$ cat config.mk
export PLATFORM = sky130hd
export DESIGN_NAME = char_lcd_nibble_interface
export DESIGN_NICKNAME = d
export VERILOG_FILES = /design/src/hw/rtl/lcdn_pkg.sv /design/src/hw/rtl/lcdn_front.sv /design/src/hw/rtl/lcdn_queue.sv /design/src/hw/rtl/lcdn_back.sv /design/src/hw/rtl/char_lcd_nibble_interface.sv
export SDC_FILE = /design/constraint.sdc
export NUM_CORES = 1
export LEC_CHECK = 0
export ABC_AREA = 1
export BUFFER_PORTS_ARGS = -buffer_cell sky130_fd_sc_hd__buf_2
export CAP_MARGIN = 20
export CORE_UTILIZATION = 62
export DETAILED_ROUTE_END_ITERATION = 6
export PLACE_DENSITY = 0.81
export SLEW_MARGIN = 20
export SYNTH_ARGS = -nofsm -noshare
export SYNTH_HDL_FRONTEND = slang
export SYNTH_SLANG_ARGS = --single-unit
$ cat constraint.sdc
create_clock -name clk -period 9.32 [get_ports clk]
set_input_delay 0.466 -clock clk [delete_from_list [all_inputs] [get_ports clk]]
set_output_delay 0.466 -clock clk [all_outputs]
set_load 0.1 [all_outputs]
$ cat src/hw/rtl/lcdn_pkg.sv
package lcdn_pkg;

  // Register indexes on the configuration port
  localparam logic [1:0] CFG_ENABLE_SETUP = 2'd0;
  localparam logic [1:0] CFG_ENABLE_HIGH  = 2'd1;
  localparam logic [1:0] CFG_SETTLE       = 2'd2;

  localparam logic [9:0] SETUP_RESET  = 10'd1;
  localparam logic [9:0] HIGH_RESET   = 10'd1;
  localparam logic [9:0] SETTLE_RESET = 10'd100;

  localparam int QUEUE_DEPTH = 2;

  localparam int STEP_W = 6;
  localparam logic [STEP_W-1:0] INIT_LAST_STEP = 6'd40;
  localparam logic [STEP_W-1:0] BYTE_LAST_STEP = 6'd5;

  localparam logic [15:0] PWR_WAIT_US   = 16'd50000;
  localparam logic [15:0] WAIT_FIRST_US = 16'd5000;
  localparam logic [15:0] WAIT_SHORT_US = 16'd1000;
  localparam logic [15:0] CLEAR_WAIT_US = 16'd2000;

  typedef enum logic [1:0] {
    OP_INIT = 2'd0,
    OP_CMD  = 2'd1,
    OP_DATA = 2'd2
  } op_kind_t;

  typedef enum logic [1:0] {
    PH_WAIT,
    PH_SETUP,
    PH_HIGH,
    PH_SETTLE
  } phase_kind_t;

  typedef struct packed {
    op_kind_t   kind;
    logic [7:0] byte_val;
  } lcdn_req_t;

  // front -> queue
  typedef struct packed {
    logic      push;
    lcdn_req_t req;
  } lcdn_push_t;

  // queue -> back
  typedef struct packed {
    logic      valid;
    lcdn_req_t req;
  } lcdn_head_t;

  typedef struct packed {
    phase_kind_t kind;
    logic [3:0]  nib;
    logic [15:0] wait_us;
  } lcdn_phase_t;

  // Position of a step inside a nibble transfer
  function automatic phase_kind_t nib_phase(input logic [1:0] pos);
    phase_kind_t k;
    case (pos)
      2'd0:    k = PH_SETUP;
      2'd1:    k = PH_HIGH;
      default: k = PH_SETTLE;
    endcase
    return k;
  endfunction

  // Power-up init script, one entry per output phase
  function automatic lcdn_phase_t init_phase(input logic [STEP_W-1:0] step);
    lcdn_phase_t       ph;
    logic [STEP_W-1:0] base;
    logic [STEP_W-1:0] pos;
    logic              is_wait;
    ph.kind    = PH_WAIT;
    ph.nib     = 4'h0;
    ph.wait_us = 16'd0;
    base       = '0;
    is_wait    = 1'b1;
    case (step) inside
      6'd0:                ph.wait_us = PWR_WAIT_US;
      6'd4:                ph.wait_us = WAIT_FIRST_US;
      6'd8, 6'd12:         ph.wait_us = WAIT_SHORT_US;
      6'd34:               ph.wait_us = CLEAR_WAIT_US;
      [6'd1:6'd3]:   begin base = 6'd1;  ph.nib = 4'h3; is_wait = 1'b0; end
      [6'd5:6'd7]:   begin base = 6'd5;  ph.nib = 4'h3; is_wait = 1'b0; end
      [6'd9:6'd11]:  begin base = 6'd9;  ph.nib = 4'h3; is_wait = 1'b0; end
      [6'd13:6'd15]: begin base = 6'd13; ph.nib = 4'h2; is_wait = 1'b0; end
      // function set 0x28
      [6'd16:6'd18]: begin base = 6'd16; ph.nib = 4'h2; is_wait = 1'b0; end
      [6'd19:6'd21]: begin base = 6'd19; ph.nib = 4'h8; is_wait = 1'b0; end
      // display on 0x0c
      [6'd22:6'd24]: begin base = 6'd22; ph.nib = 4'h0; is_wait = 1'b0; end
      [6'd25:6'd27]: begin base = 6'd25; ph.nib = 4'hc; is_wait = 1'b0; end
      // clear 0x01
      [6'd28:6'd30]: begin base = 6'd28; ph.nib = 4'h0; is_wait = 1'b0; end
      [6'd31:6'd33]: begin base = 6'd31; ph.nib = 4'h1; is_wait = 1'b0; end
      // entry mode 0x06
      [6'd35:6'd37]: begin base = 6'd35; ph.nib = 4'h0; is_wait = 1'b0; end
      [6'd38:6'd40]: begin base = 6'd38; ph.nib = 4'h6; is_wait = 1'b0; end
      default:             ph.wait_us = 16'd0;
    endcase
    pos = step - base;
    if (!is_wait) begin
      ph.kind = nib_phase(pos[1:0]);
    end
    return ph;
  endfunction

endpackage

$ cat src/hw/rtl/lcdn_front.sv
module lcdn_front (
  input  logic                  in_valid,
  output logic                  in_stall,
  input  logic [1:0]            in_operation,
  input  logic [7:0]            in_byte_value,
  input  logic                  q_full,
  output lcdn_pkg::lcdn_push_t  push
);

  // Unused operation code is taken and dropped unless the queue is full.
  always_comb begin
    in_stall          = q_full;
    push.req.byte_val = in_byte_value;
    push.req.kind     = lcdn_pkg::OP_INIT;
    push.push         = 1'b0;
    case (in_operation)
      lcdn_pkg::OP_INIT,
      lcdn_pkg::OP_CMD,
      lcdn_pkg::OP_DATA: begin
        push.req.kind = lcdn_pkg::op_kind_t'(in_operation);
        push.push     = in_valid && !q_full;
      end
      default: push.push = 1'b0;
    endcase
  end

endmodule

$ cat src/hw/rtl/lcdn_queue.sv
module lcdn_queue #(
  parameter int DEPTH = lcdn_pkg::QUEUE_DEPTH
) (
  input  logic                 clk,
  input  logic                 rst_n,
  input  lcdn_pkg::lcdn_push_t push,
  output logic                 q_full,
  output lcdn_pkg::lcdn_head_t head,
  input  logic                 pop
);

  localparam int AW = (DEPTH > 1) ? $clog2(DEPTH) : 1;
  localparam int CW = $clog2(DEPTH + 1);
  localparam logic [AW-1:0] LAST_PTR = AW'(DEPTH - 1);
  localparam logic [CW-1:0] FULL_CNT = CW'(DEPTH);

  lcdn_pkg::lcdn_req_t slot_r [DEPTH];
  logic [AW-1:0] wr_ptr_r, wr_ptr_nxt;
  logic [AW-1:0] rd_ptr_r, rd_ptr_nxt;
  logic [CW-1:0] cnt_r, cnt_nxt;
  logic          do_push, do_pop;

  assign q_full     = (cnt_r == FULL_CNT);
  assign head.valid = (cnt_r != '0);
  assign head.req   = slot_r[rd_ptr_r];

  always_comb begin
    do_push    = push.push && !q_full;
    do_pop     = pop && head.valid;
    wr_ptr_nxt = wr_ptr_r;
    rd_ptr_nxt = rd_ptr_r;
    cnt_nxt    = cnt_r;
    if (do_push) begin
      wr_ptr_nxt = (wr_ptr_r == LAST_PTR) ? '0 : wr_ptr_r + 1'b1;
    end
    if (do_pop) begin
      rd_ptr_nxt = (rd_ptr_r == LAST_PTR) ? '0 : rd_ptr_r + 1'b1;
    end
    if (do_push && !do_pop) begin
      cnt_nxt = cnt_r + 1'b1;
    end else if (do_pop && !do_push) begin
      cnt_nxt = cnt_r - 1'b1;
    end
  end

  always_ff @(posedge clk) begin
    if (!rst_n) begin
      wr_ptr_r <= '0;
      rd_ptr_r <= '0;
      cnt_r    <= '0;
    end else begin
      wr_ptr_r <= wr_ptr_nxt;
      rd_ptr_r <= rd_ptr_nxt;
      cnt_r    <= cnt_nxt;
    end
  end

  always_ff @(posedge clk) begin
    if (do_push) begin
      slot_r[wr_ptr_r] <= push.req;
    end
  end

endmodule

$ cat src/hw/rtl/lcdn_back.sv
module lcdn_back (
  input  logic                 clk,
  input  logic                 rst_n,
  input  logic [9:0]           setup_us,
  input  logic [9:0]           high_us,
  input  logic [9:0]           settle_us,
  input  lcdn_pkg::lcdn_head_t head,
  output logic                 pop,
  output logic                 out_valid,
  input  logic                 out_stall,
  output logic                 out_rs_pin,
  output logic                 out_enable_pin,
  output logic [3:0]           out_nibble,
  output logic [15:0]          out_hold_us,
  output logic                 out_last
);

  logic [lcdn_pkg::STEP_W-1:0] step_r, step_nxt;
  logic                        out_valid_r, out_valid_nxt;
  logic [3:0]                  data_nibble_r, data_nibble_nxt;
  logic                        rs_r, en_r, last_r;
  logic [3:0]                  nib_r;
  logic [15:0]                 hold_r;

  lcdn_pkg::lcdn_phase_t       ph;
  logic                        adv, fire, is_last;
  logic [lcdn_pkg::STEP_W-1:0] byte_pos;
  logic                        rs_cur;
  logic [3:0]                  nib_cur;
  logic [15:0]                 hold_cur;

  always_comb begin
    adv      = !out_valid_r || !out_stall;
    fire     = adv && head.valid;
    byte_pos = (step_r < 6'd3) ? step_r : step_r - 6'd3;
    if (head.req.kind == lcdn_pkg::OP_INIT) begin
      ph      = lcdn_pkg::init_phase(step_r);
      is_last = (step_r == lcdn_pkg::INIT_LAST_STEP);
      rs_cur  = 1'b0;
    end else begin
      ph.kind    = lcdn_pkg::nib_phase(byte_pos[1:0]);
      ph.nib     = (step_r < 6'd3) ? head.req.byte_val[7:4] : head.req.byte_val[3:0];
      ph.wait_us = 16'd0;
      is_last    = (step_r == lcdn_pkg::BYTE_LAST_STEP);
      rs_cur     = (head.req.kind == lcdn_pkg::OP_DATA);
    end
    // wait phases keep the lines as they are
    nib_cur = (ph.kind == lcdn_pkg::PH_WAIT) ? data_nibble_r : ph.nib;
    case (ph.kind)
      lcdn_pkg::PH_SETUP:  hold_cur = {6'd0, setup_us};
      lcdn_pkg::PH_HIGH:   hold_cur = {6'd0, high_us};
      lcdn_pkg::PH_SETTLE: hold_cur = {6'd0, settle_us};
      default:             hold_cur = ph.wait_us;
    endcase

    pop             = fire && is_last;
    step_nxt        = step_r;
    data_nibble_nxt = data_nibble_r;
    out_valid_nxt   = out_valid_r;
    if (fire) begin
      step_nxt        = is_last ? '0 : step_r + 1'b1;
      data_nibble_nxt = nib_cur;
      out_valid_nxt   = 1'b1;
    end else if (adv) begin
      out_valid_nxt = 1'b0;
    end
  end

  always_ff @(posedge clk) begin
    if (!rst_n) begin
      step_r        <= '0;
      out_valid_r   <= 1'b0;
      data_nibble_r <= 4'h0;
    end else begin
      step_r        <= step_nxt;
      out_valid_r   <= out_valid_nxt;
      data_nibble_r <= data_nibble_nxt;
    end
  end

  always_ff @(posedge clk) begin
    if (fire) begin
      rs_r   <= rs_cur;
      en_r   <= (ph.kind == lcdn_pkg::PH_HIGH);
      nib_r  <= nib_cur;
      hold_r <= hold_cur;
      last_r <= is_last;
    end
  end

  assign out_valid      = out_valid_r;
  assign out_rs_pin     = rs_r;
  assign out_enable_pin = en_r;
  assign out_nibble     = nib_r;
  assign out_hold_us    = hold_r;
  assign out_last       = last_r;

  a_step_range: assert property (@(posedge clk) disable iff (!rst_n)
    step_r <= lcdn_pkg::INIT_LAST_STEP)
    else $error("sequencer step out of range");

  a_mid_op_has_head: assert property (@(posedge clk) disable iff (!rst_n)
    step_r != '0 |-> head.valid)
    else $error("sequencer mid-operation with empty queue");

  a_last_restarts: assert property (@(posedge clk) disable iff (!rst_n)
    pop |=> step_r == '0)
    else $error("step not cleared after final phase");

  a_enable_hold: assert property (@(posedge clk) disable iff (!rst_n)
    fire && ph.kind == lcdn_pkg::PH_HIGH |=> out_enable_pin && out_hold_us == {6'd0, high_us})
    else $error("enable-high phase hold mismatch");

endmodule

$ cat src/hw/rtl/char_lcd_nibble_interface.sv
// An accepted request is written into the queue, then from the queue head into the output register.
// The sequencer emits one pin phase per cycle while out_stall is low; a command or data
//   byte is 6 pin phases, the init sequence 41.
// A two-entry request queue lets new requests be taken while phases are still going out.
// Reset (rst_n, synchronous, active low): queue empty, output invalid, config registers
//   at setup 1 us, enable-high 1 us, settle 100 us; driven data nibble cleared.
module char_lcd_nibble_interface #(
  parameter int QUEUE_DEPTH = lcdn_pkg::QUEUE_DEPTH
) (
  input  logic        clk,
  input  logic        rst_n,
  // request channel
  input  logic        in_valid,
  output logic        in_stall,
  input  logic [1:0]  in_operation,
  input  logic [7:0]  in_byte_value,
  // pin phase channel
  output logic        out_valid,
  input  logic        out_stall,
  output logic        out_rs_pin,
  output logic        out_enable_pin,
  output logic [3:0]  out_nibble,
  output logic [15:0] out_hold_us,
  output logic        out_last,
  // configuration writes
  input  logic        cfg_valid,
  output logic        cfg_ready,
  input  logic [1:0]  cfg_index,
  input  logic [9:0]  cfg_data
);

  logic [9:0] setup_us_r, high_us_r, settle_us_r;
  logic       q_full, pop;

  lcdn_pkg::lcdn_push_t push;
  lcdn_pkg::lcdn_head_t head;

  // Config writes always accepted; an index beyond the list is dropped.
  assign cfg_ready = 1'b1;

  always_ff @(posedge clk) begin
    if (!rst_n) begin
      setup_us_r  <= lcdn_pkg::SETUP_RESET;
      high_us_r   <= lcdn_pkg::HIGH_RESET;
      settle_us_r <= lcdn_pkg::SETTLE_RESET;
    end else if (cfg_valid && cfg_ready) begin
      case (cfg_index)
        lcdn_pkg::CFG_ENABLE_SETUP: setup_us_r  <= cfg_data;
        lcdn_pkg::CFG_ENABLE_HIGH:  high_us_r   <= cfg_data;
        lcdn_pkg::CFG_SETTLE:       settle_us_r <= cfg_data;
        default: ;
      endcase
    end
  end

  // Front: decode and accept requests
  lcdn_front u_front (
    .in_valid      (in_valid),
    .in_stall      (in_stall),
    .in_operation  (in_operation),
    .in_byte_value (in_byte_value),
    .q_full        (q_full),
    .push          (push)
  );

  // Request queue between front and sequencer
  lcdn_queue #(
    .DEPTH (QUEUE_DEPTH)
  ) u_queue (
    .clk    (clk),
    .rst_n  (rst_n),
    .push   (push),
    .q_full (q_full),
    .head   (head),
    .pop    (pop)
  );

  // Back: phase sequencer with output register
  lcdn_back u_back (
    .clk            (clk),
    .rst_n          (rst_n),
    .setup_us       (setup_us_r),
    .high_us        (high_us_r),
    .settle_us      (settle_us_r),
    .head           (head),
    .pop            (pop),
    .out_valid      (out_valid),
    .out_stall      (out_stall),
    .out_rs_pin     (out_rs_pin),
    .out_enable_pin (out_enable_pin),
    .out_nibble     (out_nibble),
    .out_hold_us    (out_hold_us),
    .out_last       (out_last)
  );

endmodule
# After elaboration in Yosys (flattened, before gate mapping)

Memory sizes are Yosys's and may differ from the RTL's. A register that Yosys moved wholly into a read port is not among the register bits.
Cells that the tools add are included.

Order comparisons: 25
Add/sub/neg operators: 7
Reductions and logical operators: 40
Muxes and demuxes: 76
Equal/unequal tests: 17

Operators by type and width:

| cell                                                              | count |
|---|---|
| two-way mux 4 bit                                                 | 17 |
| two-way mux 16 bit                                                | 3 |
| one-hot mux 16 bit (3 select lines)                               | 1 |
| two-way mux 2 bit                                                 | 22 |
| greater-or-equal comparator 6 x 5 -> 1 bit, second input constant | 6 |
| less-or-equal comparator 6 x 5 -> 1 bit, second input constant    | 5 |
| two-way mux 1 bit                                                 | 27 |
| two-way mux 22 bit                                                | 1 |
| logical AND 1 bit                                                 | 19 |
| less-or-equal comparator 6 bit, second input constant             | 3 |
| == test 2 bit, second input constant                              | 6 |
| == test 6 x 3 -> 1 bit, second input constant                     | 2 |
| == test 6 x 4 -> 1 bit, second input constant                     | 2 |
| == test 6 bit, second input constant                              | 2 |
| greater-or-equal comparator 6 x 4 -> 1 bit, second input constant | 2 |
| greater-or-equal comparator 6 bit, second input constant          | 2 |
| less-or-equal comparator 6 x 4 -> 1 bit, second input constant    | 2 |
| zero test 2 bit                                                   | 6 |
| two-way mux 11 bit                                                | 1 |
| == test 2 x 1 -> 1 bit, second input constant                     | 5 |
| one-hot mux 2 bit (2 select lines)                                | 2 |
| adder 6 x 1 -> 6 bit, second input constant                       | 1 |
| greater-or-equal comparator 6 x 1 -> 1 bit, second input constant | 1 |
| greater-or-equal comparator 6 x 3 -> 1 bit, second input constant | 1 |
| other kinds (17)                                                  | 26 |

Output and inout port bits: 26
Memories kept: 1
Logic and storage cells: 180
Memory bits (writable): 20
Flip-flop bits (word level): 68
Bits of input ports: 27

Memory list:

| memory         | words | bits a word | rd ports | clocked after memory_dff | write ports | RTL line         | source |
|---|---|---|---|---|---|---|---|
| u_queue.slot_r | 2     | 10          | 1        | 1                        | 1           | lcdn_queue.sv:17 | `lcdn_pkg::lcdn_req_t slot_r [DEPTH];` |

# Longest topological paths before layout

Gate-level depths: netlist of run 1.

Depth after elaboration: 26
Mapped depth: 24
Gate-level depth less buffers: 22

# Modules after synthesis

Synthesis of run 1 repeated with hierarchy kept, for this count alone.

Cells, all modules: 571
Area total of the unflattened synthesis: 4606.9 um2

By module, submodules not included:

| module                    | cells an instance | times used | area an instance (um2) | seq. area each (um2) |
|---|---|---|---|---|
| lcdn_back                 | 297               | 1          | 2247.2                 | 820.8 |
| char_lcd_nibble_interface | 188               | 1          | 1288.7                 | 600.6 |
| lcdn_queue                | 68                | 1          | 967.2                  | 700.7 |
| lcdn_front                | 18                | 1          | 103.8                  | 0.0 |

# Worst setup path after synthesis of run 1

No wires, ideal clock.

Path type: register to register
From: register u_back.step_r[1] (netlist bit)
To: register u_back.hold_r[4] (netlist: u_back.out_hold_us[4]) (data pin)
Required time: 9053 ps
Path slack: 6220 ps
Cell stages (with the launch flop): 22
Period minus slack after synthesis: 3100 ps
Library setup time: 267 ps
Data arrival time: 2833 ps
Path buffers: 2
Cell sequence: dfxtp_1 -> clkbuf_1 -> inv_1 -> ha_1 -> nor2_1 -> inv_1 -> o211ai_1 -> o21ai_0 -> a21oi_1 -> nor2_1 -> nor2_1 -> nor2_1 -> ha_1 -> xor2_1 -> inv_1 -> nand3_2 -> nand3_2 -> a21oi_4 -> nor2_4 -> buf_6 -> nand2_2 -> nand4_2

Cells in the longest elaborated chain, start to end: 26
Elaborated cells on any way between the ends: 96
Classes of those cells: add/sub (2); order compare (25); eq/ne (9); mux (44); reduce/logical (16)

Ends and longest elaborated chain:

| item                                                                                                      | RTL line        | source |
|---|---|---|
| from (decl)                                                                                               | lcdn_back.sv:18 | `logic [lcdn_pkg::STEP_W-1:0] step_r, step_nxt;` |
| from (signal assigned)                                                                                    | lcdn_back.sv:75 | `step_r <= step_nxt;` |
| greater-or-equal comparator 6 bit (implied by the code) or less-or-equal comparator 6 bit (tied branches) | lcdn_back.sv:37 | `ph = lcdn_pkg::init_phase(step_r);` |
| logical AND 1 bit (implied by the code)                                                                   | lcdn_back.sv:37 |  |
| two-way mux 2 bit (16 in a row)                                                                           | lcdn_pkg.sv:81  | `case (step) inside` |
| two-way mux 2 bit                                                                                         | lcdn_back.sv:36 | `if (head.req.kind == lcdn_pkg::OP_INIT) begin` |
| subtractor 2 bit                                                                                          | lcdn_pkg.sv:104 | `pos = step - base;` |
| == test 2 x 1 -> 1 bit or zero test 2 bit (tied branches)                                                 | lcdn_pkg.sv:62  | `case (pos)` |
| one-hot mux 2 bit (2 select lines)                                                                        | lcdn_pkg.sv:62  |  |
| two-way mux 2 bit                                                                                         | lcdn_pkg.sv:105 | `if (!is_wait) begin` |
| two-way mux 22 bit (*)                                                                                    | lcdn_back.sv:36 |  |
| == test 2 bit or == test 2 x 1 -> 1 bit (tied branches)                                                   | lcdn_back.sv:49 | `case (ph.kind)` |
| one-hot mux 16 bit (3 select lines) (*)                                                                   | lcdn_back.sv:49 |  |
| via u_back.hold_cur[4]                                                                                    | lcdn_back.sv:30 | `logic [15:0] hold_cur;` |
| to (signal assigned)                                                                                      | lcdn_back.sv:86 | `hold_r <= hold_cur;` |
| to (decl)                                                                                                 | lcdn_back.sv:23 | `logic [15:0] hold_r;` |

Mark *: on every way through the listed nets, which the timed path passes. The rest lies on a longest branch. The select of a mux whose other input is x is not followed.
A chain may end at the register's enable or synchronous reset.

# Worst setup path after layout of run 1

From: register u_back.step_r[1] (netlist bit)
To: register u_back.hold_r[0] (netlist: u_back.out_hold_us[0]) (data pin)

Same word-level chain as after synthesis.

==> metrics.json, run 1 <==
{
  "fin_ws": {"value": 5.94, "unit": "ns"},
  "pre_cts_slack": {"value": 5.96, "unit": "ns"},
  "grt_overflow_total": {"value": 0},
  "internal_power": {"value": 790, "unit": "uW"},
  "hold_path_end": {"value": "u_queue.slot_r[1][5]"},
  "mostFrequentLayoutCell": {"value": "nand2_1"},
  "arrival_time_at_the_worst_endpoint": {"value": 3.59, "unit": "ns"},
  "cts_resized": {"value": 0},
  "post_route_cells_drive_above_1_share": {"value": 23.1, "unit": "%"},
  "setup_failing_eps_final": {"value": 0},
  "rsz0062_at_grt": {"value": "false"},
  "port_buffers": {"value": 49},
  "leakage": {"value": 0.00206, "unit": "uW"},
  "cp_top_family": {"value": "simple AND/OR/NAND/NOR gates"},
  "timing_hold_violations_final": {"value": 0},
  "gp_routability_congestion": {"value": 0.928},
  "run_status": {"value": "finished, final reports clean"},
  "final_min_period_over_clock_period": {"value": 36.3, "unit": "%"},
  "route.final.wire_length": {"value": 9.49, "unit": "mm"},
  "hold_depth": {"value": 1},
  "total_number_of_clock_tree_sinks": {"value": 86},
  "grt.total_usage": {"value": 27.4, "unit": "%"},
  "reg2reg_slack": {"value": 5.94, "unit": "ns"},
  "worst-path-buf-inv": {"value": 3},
  "switchingPower": {"value": 848, "unit": "uW"},
  "max_slew.worst_pin.slew": {"value": 0.842, "unit": "ns"},
  "detail_route.iter0.violations": {"value": 246},
  "dieArea": {"value": 0.00729, "unit": "mm^2"},
  "ant_nets": {"value": 0},
  "power.combinational.fraction": {"value": 51.4, "unit": "%"},
  "grt_start_max_net_pins": {"value": 35},
  "hold_path_class": {"value": "in -> reg"},
  "pwr-share-clk": {"value": 15.8, "unit": "%"},
  "synth.ff_latch_count": {"value": 86},
  "multi_input_area": {"value": 0.00187, "unit": "mm^2"},
  "hold_buf_count_cts": {"value": 0},
  "first_global_vias": {"value": 3253},
  "nFillCells": {"value": 539},
  "report.final.slew_viol_count": {"value": 0},
  "grt_pass1_wl": {"value": 15.2, "unit": "mm"},
  "crit_path_top_cell_by_count": {"value": "nor2_1"},
  "finish.utilization": {"value": 70.4, "unit": "%"},
  "required": {"value": 9.53, "unit": "ns"},
  "antenna_violations_before_repair": {"value": 0},
  "firstDrtPassIters": {"value": 4},
  "max_freq": {"value": 0.296, "unit": "GHz"},
  "worst_ir_drop_vdd": {"value": 0.203, "unit": "mV"},
  "relative_area_change_from_synthesis_to_final_layout": {"value": 10.3, "unit": "%"},
  "remaining_drc_errors": {"value": 0},
  "worst_setup_hold_path_clk_slew": {"value": 0.09, "unit": "ns"},
  "mappedNetlistArea": {"value": 0.00431, "unit": "mm^2"},
  "design.final.nets": {"value": 579},
  "slew_headroom": {"value": 43.7, "unit": "%"},
  "final.setup.tns": {"value": 0, "unit": "ns"},
  "worst_path_max_delay_cell": {"value": "dfxtp_1"},
  "regToRegEndpoint": {"value": "u_back.out_hold_us[0]"},
  "cts.path.max_buffers": {"value": 2},
  "mean_instance_size_in_the_synthesized_netlist": {"value": 8.60, "unit": "um^2"},
  "sequential_cell_area": {"value": 0.00212, "unit": "mm^2"},
  "floorplan.rows": {"value": 30},
  "route.detailed.vias_per_inst": {"value": 5.58},
  "critical_path.reg2reg.startpoint": {"value": "u_back.step_r[1]"},
  "synth_seq_area_share": {"value": 49.3, "unit": "%"},
  "max_cap_viol_count": {"value": 0},
  "post_cts_buffers": {"value": 0},
  "timing.clock.skew": {"value": 0.0102, "unit": "ns"},
  "critPathLaunchType": {"value": "flop"},
  "cells_after_synthesis": {"value": 501},
  "antenna_cells_inserted": {"value": 0},
  "p_sw_share": {"value": 51.8, "unit": "%"},
  "wire_per_inst": {"value": 15.1, "unit": "um"},
  "start_util": {"value": 63.8, "unit": "%"},
  "critical_path_class": {"value": "reg -> reg"},
  "most-common-layout-cells": {"value": "nand2_1 (86), nor2_1 (74), buf_2 (49), dfxtp_1 (46), inv_1 (44)"},
  "ys_types": {"value": 44},
  "design.portCount": {"value": 53},
  "floorplan.die.height": {"value": 85.4, "unit": "um"},
  "power_density": {"value": 345, "unit": "mW/mm^2"},
  "cts_tree": {"value": "done"},
  "reg2reg_depth": {"value": 20},
  "route.vias.total": {"value": 3518},
  "cts_max_level": {"value": 3},
  "timing.critical_path.slowest_cell_delay": {"value": 0.50, "unit": "ns"},
  "fin_crit": {"value": 3.38, "unit": "ns"},
  "yosysWarningCount": {"value": 0},
  "placeable_core_area": {"value": 0.00676, "unit": "mm^2"},
  "cts_buffers": {"value": 9},
  "die_w": {"value": 85.4, "unit": "um"},
  "critical_path.cell_chain": {"value": "inv_1, ha_1, nor2_1, inv_1, o211ai_1, o21ai_0, a21oi_1, nor2_1, nor2_1, nor2_1, ha_1, xor2_1, inv_1, nand3_2, nand3_4, nand2_2, nand2_4, nor2_4, nand2_1, o211ai_1"},
  "clk_root_buffer_cell": {"value": "clkbuf_8"},
  "clk_latency": {"value": 0.36, "unit": "ns"},
  "place.detailed.hpwl": {"value": 6.77, "unit": "mm"},
  "crit_fanout": {"value": 11},
  "timing.hold.worst.start": {"value": "in_byte_value[5]"},
  "critical_path_capture_point_type": {"value": "flop"},
  "sequentialPowerShare": {"value": 32.8, "unit": "%"}
}
-- logic make-up (layout without fill, tap and decap cells) --
kind of cell / count (synthesis) / count (layout) / share of synthesized area (%)
other: 2 / 3 / 0.174
muxes: 1 / 1 / 0.232
AOI/OAI and AO/OA: 76 / 76 / 11.2
adders and majority gates: 7 / 7 / 2.03
DFF: 86 / 86 / 49.3
and+or+nand+nor: 247 / 247 / 28.3
xor gates and xnor gates: 6 / 6 / 1.22
buffers and inverters: 76 / 124 / 7.55
-- cells in the mapped netlist, drive strengths merged --
cell    instances  area share (%)
dfxtp          46              21
o31ai           1            0.17
ha              7             2.0
clkinv          2            0.17
o21ai          34             4.0
inv            55             4.8
o22ai           1            0.15
nor2           83             8.2
nor3            6            0.93
conb            2            0.17
a31oi           4             1.1
nand3          42             5.9
a21boi          1            0.17
a21oi          26             3.8
o211ai          5            0.99
mux2i           1            0.23
xor2            6             1.2
edfxtp         40              28
nand2         104              10
a221o           1            0.23
or2             2            0.29
clkbuf          9            0.78
buf            10             1.8
nand4          10             2.5
a221oi          2            0.41
a32oi           1            0.20
-- worst max-delay path by stage --
stage | slack, ns | startpoint | depth (start not counted) | end
final | 5.94 | u_back.step_r[1] | 20 | u_back.out_hold_us[0]
after global routing | 5.58 | u_back.step_r[1] | 20 | u_back.out_hold_us[0]
after CTS | 5.95 | u_back.step_r[1] | 20 | u_back.out_hold_us[0]
after detailed placement | 5.96 | u_back.step_r[1] | 20 | u_back.out_hold_us[0]
after global placement | 6.11 | u_back.step_r[1] | 20 | u_back.out_hold_us[0]
after floorplan | 6.22 | u_back.step_r[1] | 21 | u_back.out_hold_us[4]
-- flip-flops by register name (all words and copies together), names as in the netlist, 2 cells and up, named ones only --
| name | flops |
|---|---|
| u_queue.cnt_r | 2 |
| high_us_r | 10 |
| setup_us_r | 10 |
| u_back.out_hold_us | 13 |
| u_back.out_nibble | 4 |
| u_queue.slot_r | 20 |
| u_back.step_r | 6 |
| settle_us_r | 10 |
| u_back.data_nibble_r | 4 |
-- stage by stage --
stage | hold WS (ns) | total power (uW) | cells | instance area, um^2
3_3_place_gp | 0.438 | 1370 | 614 | 4560
3_5_place_dp | 0.458 | 1380 | 614 | 4560
4_1_cts | 0.287 | 1640 | 630 | 4750
6_report | 0.294 | 1640 | 630 | 4750
2_1_floorplan | 0.429 | 1250 | 502 | 4310
5_1_grt | 0.283 | 1710 | 630 | 4750
-- power groups by stage --
stage,sequential (uW),clock (uW),combinational [uW]
global placement,543,0,825
CTS,537,259,839
floorplan,871,0,380
detailed placement,545,0,836
global route,546,276,890
finish,537,259,842
-- layout make-up --
class	count	share of cell area (%)
well taps	80	2.11
multi-input cells	340	39.3
clock inverters	5	1.18
repair buffers	51	5.48
flip-flops and latches	86	44.6
clock buffers	11	2.76
inverters	57	4.50
-- layer usage --
layer	vias up	track usage, %	wire, um
met1	1633	36.6	4390
met3	17	4.77	442
met5	-	0	0
li1	1739	-	-
met4	0	11.4	165
met2	129	44.4	4500
Power figures use the tool's default switching activity.
==> inputs of run 2 (changes only) <==
CORE_UTILIZATION = 52   (was 62)
PLACE_DENSITY = 0.72   (was 0.81)
clock period = 3.08 ns   (was 9.32 ns; I/O delays follow)
==> metrics.json, run 2 (synthesized netlist as in run 1, its figures left out) <==
{
  "run_status": {"value": "finished, final reports clean"},
  "critical_path_capture_point_type": {"value": "flop"},
  "grt_start_max_net_pins": {"value": 35},
  "critical_path_class": {"value": "reg -> reg"},
  "largest-register": {"value": "u_queue.slot_r"},
  "clk_root_buffer_cell": {"value": "clkbuf_8"},
  "die_w": {"value": 93.0, "unit": "um"},
  "mostFrequentLayoutCell": {"value": "nand2_1"},
  "regToRegEndpoint": {"value": "u_back.out_hold_us[7]"},
  "report.power.total": {"value": 5390, "unit": "uW"},
  "max_freq": {"value": 0.337, "unit": "GHz"},
  "worst_setup_hold_path_clk_slew": {"value": 0.10, "unit": "ns"},
  "p_sw_share": {"value": 51.2, "unit": "%"},
  "cts_buffers": {"value": 9},
  "place.detailed.hpwl": {"value": 7.12, "unit": "mm"},
  "worst_ir_drop_vdd": {"value": 0.565, "unit": "mV"},
  "ant_nets": {"value": 0},
  "grt_overflow_total": {"value": 0},
  "remaining_drc_errors": {"value": 0},
  "clk_latency": {"value": 0.36, "unit": "ns"},
  "gp_routability_congestion": {"value": 0.950},
  "dieArea": {"value": 0.00865, "unit": "mm^2"},
  "grt_pass1_wl": {"value": 16.2, "unit": "mm"},
  "fin_ws": {"value": 0.109, "unit": "ns"},
  "reg2reg_depth": {"value": 20},
  "floorplan.rows": {"value": 32},
  "leakage": {"value": 0.00228, "unit": "uW"},
  "largest_register_ffs": {"value": 20},
  "slew_headroom": {"value": 42.6, "unit": "%"},
  "wire_per_inst": {"value": 15.0, "unit": "um"},
  "setup_failing_eps_final": {"value": 0},
  "critPathLaunchType": {"value": "flop"},
  "pwr-share-clk": {"value": 15.0, "unit": "%"},
  "route.final.wire_length": {"value": 10.3, "unit": "mm"},
  "sequentialPowerShare": {"value": 30.4, "unit": "%"},
  "firstDrtPassIters": {"value": 7},
  "design.final.nets": {"value": 612},
  "worst_path_max_delay_cell": {"value": "dfxtp_4"},
  "critical_path.cell_chain": {"value": "inv_4, ha_4, inv_4, nor2_4, inv_1, o211ai_1, o21ai_2, a21oi_2, nor2_1, nor2_1, nor2_1, ha_2, xor2_2, inv_2, nand3_4, nand3_4, a21oi_4, nor2_4, nand2_1, nand4_2"},
  "cts.path.max_buffers": {"value": 2},
  "port_buffers": {"value": 49},
  "switchingPower": {"value": 2760, "unit": "uW"},
  "crit_fanout": {"value": 6},
  "post_route_cells_drive_above_1_share": {"value": 30.2, "unit": "%"},
  "critical_path_sink": {"value": "u_back.out_hold_us[7]"},
  "total_number_of_clock_tree_sinks": {"value": 86},
  "placeable_core_area": {"value": 0.00789, "unit": "mm^2"},
  "start_util": {"value": 54.6, "unit": "%"},
  "internal_power": {"value": 2630, "unit": "uW"},
  "detail_route.iter0.violations": {"value": 268},
  "critical_path.reg2reg.startpoint": {"value": "u_back.step_r[0]"},
  "crit_path_top_cell_by_count": {"value": "nor2_1"},
  "required": {"value": 3.18, "unit": "ns"},
  "route.detailed.vias_per_inst": {"value": 5.38},
  "reg2reg_slack": {"value": 0.11, "unit": "ns"},
  "route.vias.total": {"value": 3683},
  "setup.worst_path.start": {"value": "u_back.step_r[0]"},
  "timing.clock.skew": {"value": 0.0165, "unit": "ns"},
  "max_slew.worst_pin.slew": {"value": 0.858, "unit": "ns"},
  "pre_cts_slack": {"value": -0.0824, "unit": "ns"},
  "final_min_period_over_clock_period": {"value": 96.5, "unit": "%"},
  "report.final.slew_viol_count": {"value": 0},
  "arrival_time_at_the_worst_endpoint": {"value": 3.07, "unit": "ns"},
  "cts_tree": {"value": "done"},
  "timing.critical_path.slowest_cell_delay": {"value": 0.39, "unit": "ns"},
  "most-common-layout-cells": {"value": "nand2_1 (85), nor2_1 (71), buf_2 (49), dfxtp_1 (40), edfxtp_1 (40)"},
  "grt.total_usage": {"value": 24.4, "unit": "%"},
  "hold_path_class": {"value": "in -> reg"},
  "max_cap_viol_count": {"value": 0},
  "first_global_vias": {"value": 3433},
  "antenna_violations_before_repair": {"value": 0},
  "hold_depth": {"value": 3},
  "fin_crit": {"value": 2.97, "unit": "ns"},
  "power.combinational.fraction": {"value": 54.6, "unit": "%"},
  "design.portCount": {"value": 53},
  "relative_area_change_from_synthesis_to_final_layout": {"value": 21.2, "unit": "%"},
  "timing_hold_violations_final": {"value": 0},
  "floorplan.die.height": {"value": 93.0, "unit": "um"},
  "antenna_cells_inserted": {"value": 0},
  "cts_max_level": {"value": 3},
  "power_density": {"value": 1030, "unit": "mW/mm^2"}
}
-- run 2: timing repair --
item | CTS | global route
hold buffers | 8 | 0
resized for setup | 1 | 45
pin swaps | 2 | 12
setup buffers | 3 | 4
gates cloned | 0 | 1
setup endpoints to repair | 10 | 19
endpoints found under the hold margin | 16 | 0
-- run 2: cell type report --
class	instances	area (um^2)
fill	631	2670
inverter	57	221
timing repair buffer	83	544
multi-input combinational	341	1990
clock inverter	4	32.5
sequential	86	2130
clock buffer	12	166
tap	102	128
-- run 2: how the worst min path moves through the flow --
| stage | end | slack (ns) | start |
|---|---|---|---|
| after detailed placement | u_queue.slot_r[0][0] | 0.34 | in_byte_value[0] |
| after floorplan | u_queue.slot_r[0][0] | 0.25 | in_byte_value[0] |
| final | setup_us_r[0] | 0.03 | cfg_data[0] |
| after CTS | setup_us_r[0] | 0.02 | cfg_data[0] |
| after global placement | u_queue.slot_r[0][3] | 0.34 | in_byte_value[3] |
| after global routing | settle_us_r[2] | 0.03 | cfg_data[2] |
-- run 2: worst max-delay path: cells and delay by family, from the launching register on --
family	cells	cell delay [ns]
XOR/XNOR	1	0.23
AO/OA/AOI/OAI	4	0.71
buffers and inverters	4	0.22
adder cells (fa/ha/maj)	2	0.35
AND/OR/NAND/NOR	9	0.78
flip-flops	1	0.39
-- run 2: layer usage --
layer	vias up	track usage, %	share of wire [%]
li1	1799	-	-
met1	1713	32.6	44
met2	154	40.1	48
met3	17	3.82	5.7
met4	0	8.97	1.9
met5	-	0	0
-- run 2: power groups by stage --
stage          Combinational [uW]  Clock [uW]  Sequential (uW)
6_report                     2940         808             1640
4_1_cts                      2680         809             1620
5_1_grt                      3100         860             1660
2_1_floorplan                1150           0             2630
3_5_place_dp                 2640           0             1650
3_3_place_gp                 2600           0             1640
-- run 2: per-stage QoR --
step	util (%)	hold slack, ns	cells	instance area (um^2)	setup TNS [ns]
2_1_floorplan	-	0.253	502	4310	0
3_3_place_gp	59.8	0.341	653	4720	0
3_5_place_dp	59.8	0.345	653	4720	-0.343
4_1_cts	63.7	0.0213	680	5020	0
5_1_grt	66.2	0.0307	685	5220	-0.114
6_report	66.2	0.0337	685	5220	0
